**config.mk**
```make
export PLATFORM = sky130hd
export DESIGN_NAME = memory_region_coalescer_top
export DESIGN_NICKNAME = d
export VERILOG_FILES = /design/src/mrc_pkg.sv /design/src/mrc_front.sv /design/src/mrc_queue.sv /design/src/mrc_back.sv /design/src/memory_region_coalescer_top.sv
export SDC_FILE = /design/constraint.sdc
export NUM_CORES = 2
export LEC_CHECK = 0
export BUFFER_PORTS_ARGS = -buffer_cell sky130_fd_sc_hd__buf_2
export CORE_ASPECT_RATIO = 1.1
export CORE_MARGIN = 4
export CORE_UTILIZATION = 40
export CTS_CLUSTER_SIZE = 24
export DETAILED_ROUTE_END_ITERATION = 8
export SLEW_MARGIN = 20
export SYNTH_ARGS = -nofsm -noshare
export SYNTH_HDL_FRONTEND = slang
export SYNTH_SLANG_ARGS = --single-unit
```
**constraint.sdc**
```tcl
create_clock -name clock -period 23.5 [get_ports clock]
set_clock_uncertainty 0.1 [all_clocks]
set_input_delay 2.35 -clock clock [delete_from_list [all_inputs] [get_ports clock]]
set_output_delay 2.35 -clock clock [all_outputs]
set_load 0.05 [all_outputs]
```
**src/mrc_pkg.sv**
```systemverilog
// Shared types and constants for the memory region coalescer.
// Holds the region kind codes, the type-code lookup and the queue/result records.
// No dependencies.
package mrc_pkg;

   // Region kind codes
   localparam logic [2:0] KIND_RESERVED   = 3'd0;
   localparam logic [2:0] KIND_UNUSABLE   = 3'd1;
   localparam logic [2:0] KIND_ACPI       = 3'd2;
   localparam logic [2:0] KIND_RAM        = 3'd3;
   localparam logic [2:0] KIND_NVS        = 3'd4;
   localparam logic [2:0] KIND_PERSISTENT = 3'd5;

   // Result status codes
   localparam logic STATUS_OK       = 1'b0;
   localparam logic STATUS_BAD_TYPE = 1'b1;

   // Firmware type codes at or above this value are unknown
   localparam logic [31:0] TYPE_CODE_LIMIT = 32'd15;

   // Region ordinal saturates here
   localparam logic [15:0] INDEX_MAX = 16'hFFFF;

   // One classified descriptor as it travels from front to back
   typedef struct packed {
      logic        invalid;
      logic [2:0]  kind;
      logic [63:0] start;
      logic [63:0] bytes;
      logic [63:0] stop;   // start + bytes, modulo 2^64
      logic        last;
   } desc_type;

   // One result beat
   typedef struct packed {
      logic [63:0] address;
      logic [63:0] size;
      logic [2:0]  kind;
      logic [15:0] index;
      logic        status;
      logic        final_flag;
   } region_type;

   // Map a valid UEFI type code (0..14) onto a region kind
   function automatic logic [2:0] kind_of_code(input logic [3:0] code);
      logic [2:0] k;
      case (code)
         4'd1, 4'd2, 4'd3, 4'd4, 4'd7: k = KIND_RAM;
         4'd8:                         k = KIND_UNUSABLE;
         4'd9:                         k = KIND_ACPI;
         4'd10:                        k = KIND_NVS;
         4'd14:                        k = KIND_PERSISTENT;
         default:                      k = KIND_RESERVED;
      endcase
      return k;
   endfunction

endpackage

```
**src/mrc_front.sv**
```systemverilog
// Front end of the coalescer: classifies a descriptor and sizes it.
// Produces the record pushed into the decoupling queue. Depends on mrc_pkg.
module mrc_front #(
   parameter int PAGE_SHIFT = 12
) (
   input  logic [31:0]        desc_code,
   input  logic [63:0]        phys_start,
   input  logic [51:0]        page_count,
   input  logic               last_desc,
   output mrc_pkg::desc_type  item
);
   import mrc_pkg::*;

   logic [63:0] bytes;

   // Convert pages to bytes, wrapping at 64 bits
   assign bytes = 64'(page_count) << PAGE_SHIFT;

   // Classify the type code and precompute the region end
   always_comb begin
      item.invalid = (desc_code >= TYPE_CODE_LIMIT);
      item.kind    = kind_of_code(desc_code[3:0]);
      item.start   = phys_start;
      item.bytes   = bytes;
      item.stop    = phys_start + bytes;
      item.last    = last_desc;
   end

endmodule

```
**src/mrc_queue.sv**
```systemverilog
// Two-entry queue that decouples the front end from the merge stage.
// Depends on mrc_pkg.
module mrc_queue (
   input  logic               clock,
   input  logic               reset,
   input  logic               push,
   input  mrc_pkg::desc_type  push_item,
   output logic               full,
   input  logic               pop,
   output logic               head_valid,
   output mrc_pkg::desc_type  head_item
);
   import mrc_pkg::*;

   desc_type    entry_ff [2];
   logic        wr_ptr_ff, wr_ptr_in;
   logic        rd_ptr_ff, rd_ptr_in;
   logic [1:0]  count_ff, count_in;

   assign full       = (count_ff == 2'd2);
   assign head_valid = (count_ff != 2'd0);
   assign head_item  = entry_ff[rd_ptr_ff];

   // Advance pointers and occupancy
   always_comb begin
      wr_ptr_in = push ? ~wr_ptr_ff : wr_ptr_ff;
      rd_ptr_in = pop  ? ~rd_ptr_ff : rd_ptr_ff;
      count_in  = count_ff + 2'(push) - 2'(pop);
   end

   always_ff @(posedge clock) begin
      if (reset) begin
         wr_ptr_ff <= 1'b0;
         rd_ptr_ff <= 1'b0;
         count_ff  <= 2'd0;
      end else begin
         wr_ptr_ff <= wr_ptr_in;
         rd_ptr_ff <= rd_ptr_in;
         count_ff  <= count_in;
      end
   end

   // Store pushed beats
   always_ff @(posedge clock) begin
      if (push) begin
         entry_ff[wr_ptr_ff] <= push_item;
      end
   end

endmodule

```
**src/mrc_back.sv**
```systemverilog
// Merge stage of the coalescer: holds the open region, merges or displaces,
// and queues up to two result beats per descriptor. Depends on mrc_pkg.
module mrc_back (
   input  logic                clock,
   input  logic                reset,
   input  logic                head_valid,
   input  mrc_pkg::desc_type   head_item,
   output logic                pop,
   output logic                out_valid,
   input  logic                out_ready,
   output mrc_pkg::region_type out_beat
);
   import mrc_pkg::*;

   // Held region
   logic        held_valid_ff, held_valid_in;
   logic [63:0] held_addr_ff, held_addr_in;
   logic [63:0] held_size_ff, held_size_in;
   logic [63:0] held_end_ff, held_end_in;
   logic [2:0]  held_kind_ff, held_kind_in;
   logic [15:0] counter_ff, counter_in;

   // Result buffer
   region_type  out_mem_ff [4];
   logic [1:0]  out_wr_ff, out_wr_in;
   logic [1:0]  out_rd_ff, out_rd_in;
   logic [2:0]  out_cnt_ff, out_cnt_in;

   logic        merge;
   logic        displace;
   logic [15:0] counter_inc;
   logic [15:0] counter_after;
   logic [63:0] new_addr;
   logic [63:0] new_size;
   region_type  beat0;
   region_type  beat1;
   logic [1:0]  push_n;
   logic        out_pop;

   // Take the next descriptor only when two result slots are free
   assign pop       = head_valid && (out_cnt_ff <= 3'd2);
   assign out_valid = (out_cnt_ff != 3'd0);
   assign out_pop   = out_valid && out_ready;
   assign out_beat  = out_mem_ff[out_rd_ff];

   // Decide merge versus displace and build the result beats
   always_comb begin
      merge = held_valid_ff && (held_kind_ff == head_item.kind)
              && (held_end_ff == head_item.start);
      displace    = !head_item.invalid && held_valid_ff && !merge;
      counter_inc = (counter_ff == INDEX_MAX) ? counter_ff : counter_ff + 16'd1;
      counter_after = displace ? counter_inc : counter_ff;
      new_addr = merge ? held_addr_ff : head_item.start;
      new_size = merge ? held_size_ff + head_item.bytes : head_item.bytes;

      beat0 = '0;
      beat1 = '0;
      push_n = 2'd0;
      if (head_item.invalid) begin
         beat0.kind       = KIND_RESERVED;
         beat0.status     = STATUS_BAD_TYPE;
         beat0.final_flag = head_item.last;
         push_n = 2'd1;
      end else if (displace) begin
         beat0 = '{held_addr_ff, held_size_ff, held_kind_ff, counter_ff,
                   STATUS_OK, 1'b0};
         beat1 = '{new_addr, new_size, head_item.kind, counter_after,
                   STATUS_OK, 1'b1};
         push_n = head_item.last ? 2'd2 : 2'd1;
      end else begin
         beat0 = '{new_addr, new_size, head_item.kind, counter_after,
                   STATUS_OK, 1'b1};
         push_n = head_item.last ? 2'd1 : 2'd0;
      end
      if (!pop) begin
         push_n = 2'd0;
      end
   end

   // Update the held region
   always_comb begin
      held_valid_in = held_valid_ff;
      held_addr_in  = held_addr_ff;
      held_size_in  = held_size_ff;
      held_end_in   = held_end_ff;
      held_kind_in  = held_kind_ff;
      counter_in    = counter_ff;
      if (pop) begin
         if (head_item.invalid || head_item.last) begin
            held_valid_in = 1'b0;
            counter_in    = 16'd0;
         end else begin
            held_valid_in = 1'b1;
            held_addr_in  = new_addr;
            held_size_in  = new_size;
            held_end_in   = head_item.stop;
            held_kind_in  = head_item.kind;
            counter_in    = counter_after;
         end
      end
   end

   // Advance result buffer pointers
   always_comb begin
      out_wr_in  = out_wr_ff + push_n;
      out_rd_in  = out_rd_ff + 2'(out_pop);
      out_cnt_in = out_cnt_ff + 3'(push_n) - 3'(out_pop);
   end

   always_ff @(posedge clock) begin
      if (reset) begin
         held_valid_ff <= 1'b0;
         counter_ff    <= 16'd0;
         out_wr_ff     <= 2'd0;
         out_rd_ff     <= 2'd0;
         out_cnt_ff    <= 3'd0;
      end else begin
         held_valid_ff <= held_valid_in;
         counter_ff    <= counter_in;
         out_wr_ff     <= out_wr_in;
         out_rd_ff     <= out_rd_in;
         out_cnt_ff    <= out_cnt_in;
      end
   end

   // Hold region payload; only meaningful while held_valid_ff is set
   always_ff @(posedge clock) begin
      held_addr_ff <= held_addr_in;
      held_size_ff <= held_size_in;
      held_end_ff  <= held_end_in;
      held_kind_ff <= held_kind_in;
   end

   // Write result beats into the buffer
   always_ff @(posedge clock) begin
      if (push_n != 2'd0) begin
         out_mem_ff[out_wr_ff] <= beat0;
      end
      if (push_n == 2'd2) begin
         out_mem_ff[out_wr_ff + 2'd1] <= beat1;
      end
   end

endmodule

```
**src/memory_region_coalescer_top.sv**
```systemverilog
// Top level of the memory region coalescer: front end, queue and merge stage.
// Depends on mrc_pkg, mrc_front, mrc_queue and mrc_back.
//
//   Channel | Ports          | Direction | Moves
//   req     | req_valid/ready | in       | one firmware descriptor per beat
//   rsp     | rsp_valid/ready | out      | one region or error per beat
//
// A descriptor enters the two-entry queue when it is accepted and is merged
// from the queue head; its results are registered in the result buffer.
// Sustained rate is one descriptor per cycle while each yields at most one
// result and the result port is ready; a descriptor that yields two puts two
// beats on the result port. The merge stage takes a descriptor only while the
// four-entry result buffer has two free slots. Reset is synchronous and empties
// the queue, the buffer and the held region.
module memory_region_coalescer_top #(
   parameter int PAGE_SHIFT = 12
) (
   input  logic        clock,
   input  logic        reset,
   input  logic        req_valid,
   output logic        req_ready,
   input  logic [31:0] req_desc_type,
   input  logic [63:0] req_phys_start,
   input  logic [51:0] req_page_count,
   input  logic        req_last_desc,
   output logic        rsp_valid,
   input  logic        rsp_ready,
   output logic [63:0] rsp_region_address,
   output logic [63:0] rsp_region_size,
   output logic [2:0]  rsp_region_kind,
   output logic [15:0] rsp_region_index,
   output logic        rsp_status_code,
   output logic        rsp_final_result
);
   import mrc_pkg::*;

   desc_type   front_item;
   desc_type   head_item;
   region_type out_beat;
   logic       queue_full;
   logic       head_valid;
   logic       pop;
   logic       push;

   assign req_ready = !queue_full;
   assign push      = req_valid && req_ready;

   mrc_front #(
      .PAGE_SHIFT(PAGE_SHIFT)
   ) u_front (
      .desc_code  (req_desc_type),
      .phys_start (req_phys_start),
      .page_count (req_page_count),
      .last_desc  (req_last_desc),
      .item       (front_item)
   );

   mrc_queue u_queue (
      .clock      (clock),
      .reset      (reset),
      .push       (push),
      .push_item  (front_item),
      .full       (queue_full),
      .pop        (pop),
      .head_valid (head_valid),
      .head_item  (head_item)
   );

   mrc_back u_back (
      .clock      (clock),
      .reset      (reset),
      .head_valid (head_valid),
      .head_item  (head_item),
      .pop        (pop),
      .out_valid  (rsp_valid),
      .out_ready  (rsp_ready),
      .out_beat   (out_beat)
   );

   // Unpack the result beat onto the ports
   assign rsp_region_address = out_beat.address;
   assign rsp_region_size    = out_beat.size;
   assign rsp_region_kind    = out_beat.kind;
   assign rsp_region_index   = out_beat.index;
   assign rsp_status_code    = out_beat.status;
   assign rsp_final_result   = out_beat.final_flag;

endmodule

```
==> results summary <==
The flow ran to the end, and the final reports show no timing, DRC or antenna violations. The area of the die came out at ~150000 um^2. Cells fill about 45% of the core in the end. The min-delay analysis places its worst path in the category reg -> reg. The first-pass detailed-route iteration total came out at 6. The remaining global-route overflow came out at 0.

In this run the vertical extent of the chip is 407 um. The number of violations of the max-capacitance limit is 0. Traced cell by cell, the critical path runs through buf_4, mux2i_1, xnor2_1, or4_1, nor4_2, nand4_4, nand2_8, inv_1, buf_4, ha_1, nor2_1, nand2_1, nand2_4, buf_4, buf_4. The final clock period utilization by the worst path came out at 40.4%. The endpoint with the worst hold slack is u_back.out_mem_ff[0][1]$_SDFFE_PP0P_. Counting every net in the synthesized netlist gives 4821. The routability congestion estimate from global placement is approximately 0.9. Summing all placed instances gives a cell area of 61200 um^2. The cell area that synthesis handed to floorplanning was between 50000 and 60000 um^2.

After synthesis, flip-flops and latches occupy 60.0% of the total area. The wire length of the first global-routing pass is approximately 270000 um. Along the worst hold path, the cell count comes to 2. The wire length reported by the detailed router is roughly 190000 um. The power after layout is 7100 uW. The count of final hold-check violations is 0.

The TritonCTS buffer count came out at 117. The number of global-route vias before repair came out at 39500. The endpoint arrival time on the critical path is around 10000 ps. After clock tree synthesis, the setup repair step added 0 buffers. The post-layout minimum cycle time came out at around 9500 ps. The final-report setup violation count came out at 0.

The power density relative to cell area came out at 109 nW/um^2. The upper clock frequency limit came out at 0.105 GHz. The layout overhead on the synthesized area is 12.7%.

The number of buffers added to fix hold violations after cts came out at 0. In the routed design, unresolved DRC markers number 0. The kind of end point of the critical path is a register.

TritonCTS built the clock tree. During synthesis, Yosys emitted a total of 0 warnings. The buffer levels on the longest clock path came out at 3.

The register bit total from synthesis came out at 1166. The highest fanout seen on the critical path is 96. The number of nets in the final layout is 5000. The library cell used as clock root buffer is sky130_fd_sc_hd__clkbuf_16. The remaining antenna violation count after routing came out at 0. The routed via count divided by cell count came out at about 6.1. The number of top-level design ports is roughly 300. For this run, the total global-route usage over all layers was measured as 24.6%. Setup repair after global routing left no endpoint under its margin. In this run the tightest slew margin relative to its limit is 23.2%. Clock latency on the worst-skew pair, taken at its later pin, is 740 ps. Yosys mapped the design onto 82 distinct sky130hd cell types. Row generation in the floorplan step produced between 100 and 150 rows. The fraction of final layout cells sized beyond drive strength 1 is a little under a fifth. The maximum resistive drop on vdd is 0.0669 mV. In this run the critical register-to-register path is captured at u_back.out_mem_ff[3][106]$_DFFE_PP_. The startpoint identified for the worst hold timing path is u_back.out_mem_ff[0][1]$_SDFFE_PP0P_. For this run, the leading register cell type out of synthesis is sky130_fd_sc_hd__edfxtp_1. The initial antenna violation count is 34. The initial cell density of the core is 40.2%. Measured along the x axis, the die boundary spans roughly 370 um.

The placeable core area came out at approximately 140000 um^2. The number of instances resized during post-cts repair came out at 0. The wire-length estimate of the detail-placed layout is 129000 um. The final standard cell area without fillers is 65200 um^2. The largest incremental delay on the critical path is 860 ps. The number of sinks on the clock net is 1166. The routed layout has 41200 vias.

The final number of max-transition violations was 0. The final sum of negative setup slack came out at 0 ps. Among all stages on the critical path, the largest delay is contributed by sky130_fd_sc_hd__nand2_4. Dividing the detail-routed wire length by the instance count gives 28.1 um. STA classifies the critical path startpoint as a register. The critical path is of the reg -> reg type. The final cell count without fillers is 6767.

The number of buffers added on ports came out at 303. The register-to-register setup slack came out at between 10000 and 15000 ps. The fraction of synthesis flops using an asynchronous set or reset pin is 0%. For the worst flop-to-flop path, the logic depth is 15. The slew at the pin closest to its max-slew limit came out at 1120 ps.

Entering global routing, the biggest net connects roughly 170 pins. The iteration-0 DRC count of the detailed router came out at around 5000. After clock tree synthesis, the clock-pin slew on the worst setup and hold paths is 70 ps.

A synthesized cell averages 12.7 um^2. In this design, the critical path's most frequently occurring cell is sky130_fd_sc_hd__buf_4. The data required time at the worst endpoint is 23750 ps. Once placement completed, the tool counted placed cells totaling 6533.

The count of flip-flops with a built-in enable after synthesis came out at 1133. Summed over all cells, the static leakage comes to 0.0211 uW. The H-tree was split into 3 levels. Synthesis produced a netlist whose cell count is 4549.
synthesized netlist by cell type, types with 17 or more instances:
master | n | area, um^2
sky130_fd_sc_hd__edfxtp_1 | 1133 | 34000
sky130_fd_sc_hd__nand2_1 | 404 | 1520
sky130_fd_sc_hd__o22ai_1 | 325 | 2030
sky130_fd_sc_hd__o21ai_0 | 312 | 1560
sky130_fd_sc_hd__a21oi_1 | 224 | 1120
sky130_fd_sc_hd__clkbuf_1 | 216 | 811
sky130_fd_sc_hd__nor2_1 | 207 | 777
sky130_fd_sc_hd__a22oi_1 | 189 | 1420
sky130_fd_sc_hd__mux4_2 | 149 | 3360
sky130_fd_sc_hd__ha_1 | 116 | 1450
sky130_fd_sc_hd__inv_1 | 115 | 432
sky130_fd_sc_hd__mux2i_1 | 112 | 1120
sky130_fd_sc_hd__xnor2_1 | 104 | 911
sky130_fd_sc_hd__mux2_2 | 100 | 1130
sky130_fd_sc_hd__and2_1 | 64 | 400
sky130_fd_sc_hd__buf_2 | 60 | 300
sky130_fd_sc_hd__o31ai_1 | 58 | 435
sky130_fd_sc_hd__xor2_1 | 54 | 473
sky130_fd_sc_hd__nand3_1 | 46 | 230
sky130_fd_sc_hd__a21o_1 | 44 | 330
sky130_fd_sc_hd__nand4_1 | 40 | 250
sky130_fd_sc_hd__nor4_1 | 39 | 244
sky130_fd_sc_hd__a31oi_1 | 37 | 231
sky130_fd_sc_hd__dfxtp_1 | 33 | 661
sky130_fd_sc_hd__o21ai_1 | 31 | 155
sky130_fd_sc_hd__buf_1 | 29 | 109
sky130_fd_sc_hd__nor3_1 | 28 | 140
sky130_fd_sc_hd__and3_1 | 26 | 163
sky130_fd_sc_hd__a211oi_1 | 19 | 143
sky130_fd_sc_hd__nand2b_1 | 19 | 119
sky130_fd_sc_hd__o21a_1 | 18 | 135
sky130_fd_sc_hd__o21bai_1 | 17 | 128
through the flow:
step / hold WS (ps) / setup WS, ps
finish: 398 / 14010
CTS: 396 / 13920
floorplan: 365 / 12560
global route: 426 / 13580
global placement: 376 / 14090
detailed placement: 383 / 13950
cells in the final DEF, fill, tap and decap left out, types with 39 or more instances in the layout:
master	netlist	final
sky130_fd_sc_hd__inv_1	115	115
sky130_fd_sc_hd__nor4_1	39	39
sky130_fd_sc_hd__and2_1	64	64
sky130_fd_sc_hd__nand2_1	404	392
sky130_fd_sc_hd__clkbuf_16	0	121
sky130_fd_sc_hd__xor2_1	54	54
sky130_fd_sc_hd__mux2_2	100	100
sky130_fd_sc_hd__buf_2	60	303
sky130_fd_sc_hd__o22ai_1	325	325
sky130_fd_sc_hd__mux2i_1	112	108
sky130_fd_sc_hd__o21ai_0	312	312
sky130_fd_sc_hd__o31ai_1	58	58
sky130_fd_sc_hd__nor2_1	207	197
sky130_fd_sc_hd__ha_1	116	116
sky130_fd_sc_hd__buf_4	7	70
sky130_fd_sc_hd__nand3_1	46	45
sky130_fd_sc_hd__a22oi_1	189	189
sky130_fd_sc_hd__a21o_1	44	44
sky130_fd_sc_hd__nand4_1	40	40
sky130_fd_sc_hd__edfxtp_1	1133	1133
sky130_fd_sc_hd__a21oi_1	224	220
sky130_fd_sc_hd__mux4_2	149	149
sky130_fd_sc_hd__xnor2_1	104	104
registers in the layout, indices dropped and copies added, names as in the netlist, 2 cells and up, named ones only:
| signal | count |
|---|---|
| u_back.counter_ff | 16 |
| u_back.out_cnt_ff | 3 |
| u_back.held_size_ff | 64 |
| u_back.out_mem_ff | 596 |
| u_back.held_end_ff | 64 |
| u_back.held_kind_ff | 3 |
| u_back.out_wr_ff | 2 |
| u_queue.count_ff | 2 |
| u_back.held_addr_ff | 64 |
| u_queue.entry_ff | 346 |
| u_back.out_rd_ff | 2 |
area by class of cell:
| class | instances | area, um^2 |
|---|---|---|
| antenna | 14 | 35.0 |
| clock buffer | 139 | 3120 |
| clock inverter | 81 | 783 |
| fill | 13000 | 78600 |
| inverter | 127 | 477 |
| multi-input combinational | 2941 | 21600 |
| sequential | 1166 | 34700 |
| tap | 1924 | 2410 |
| timing repair buffer | 375 | 2080 |
report_power, final:
part | internal [uW] | switching (uW) | total [uW]
Combinational | 677 | 1740 | 2420
Sequential | 2650 | 115 | 2770
Clock | 1080 | 828 | 1910
Total | 4410 | 2690 | 7100
critical path, delay by kind of cell, from the launching register on:
kind	cells	cell delay [ps]
adders and majority gates	1	370
and+or+nand+nor	7	4160
buffers and inverters	5	2610
xor gates and xnor gates	1	170
DFF	1	740
muxes	1	610
layer usage:
| metal | share of wire, % | global-route usage (%) | up-vias |
|---|---|---|---|
| met3 | 9.5 | 4.97 | 370 |
| met2 | 46 | 38.6 | 2187 |
| met1 | 40 | 33.3 | 20400 |
| met4 | 4.8 | 10.9 | 16 |
| li1 | - | - | 18200 |
| met5 | 0.058 | 0 | - |
cells by family (layout without fill, tap and decap cells):
logic type | count (synthesis) | count (layout) | synth area share (%)
flops | 1166 | 1166 | 60.0
buf+inv | 442 | 722 | 3.08
simple gates | 929 | 929 | 7.36
fa+ha+maj | 119 | 119 | 2.61
xor+xnor | 158 | 158 | 2.39
mux | 370 | 370 | 9.89
other cells | 0 | 14 | 0
compound gates | 1365 | 1365 | 14.7
worst max-delay path by stage:
stage / start / endpoint
floorplan: register / u_back.counter_ff[12]$_SDFFE_PP0P_
global placement: register / u_back.out_mem_ff[3][106]$_DFFE_PP_
detailed placement: register / u_back.out_mem_ff[3][106]$_DFFE_PP_
CTS: register / u_back.out_mem_ff[3][89]$_DFFE_PP_
global route: register / u_back.out_mem_ff[2][106]$_DFFE_PP_
finish: register / u_back.out_mem_ff[3][106]$_DFFE_PP_
Power figures use the tool's default switching activity.
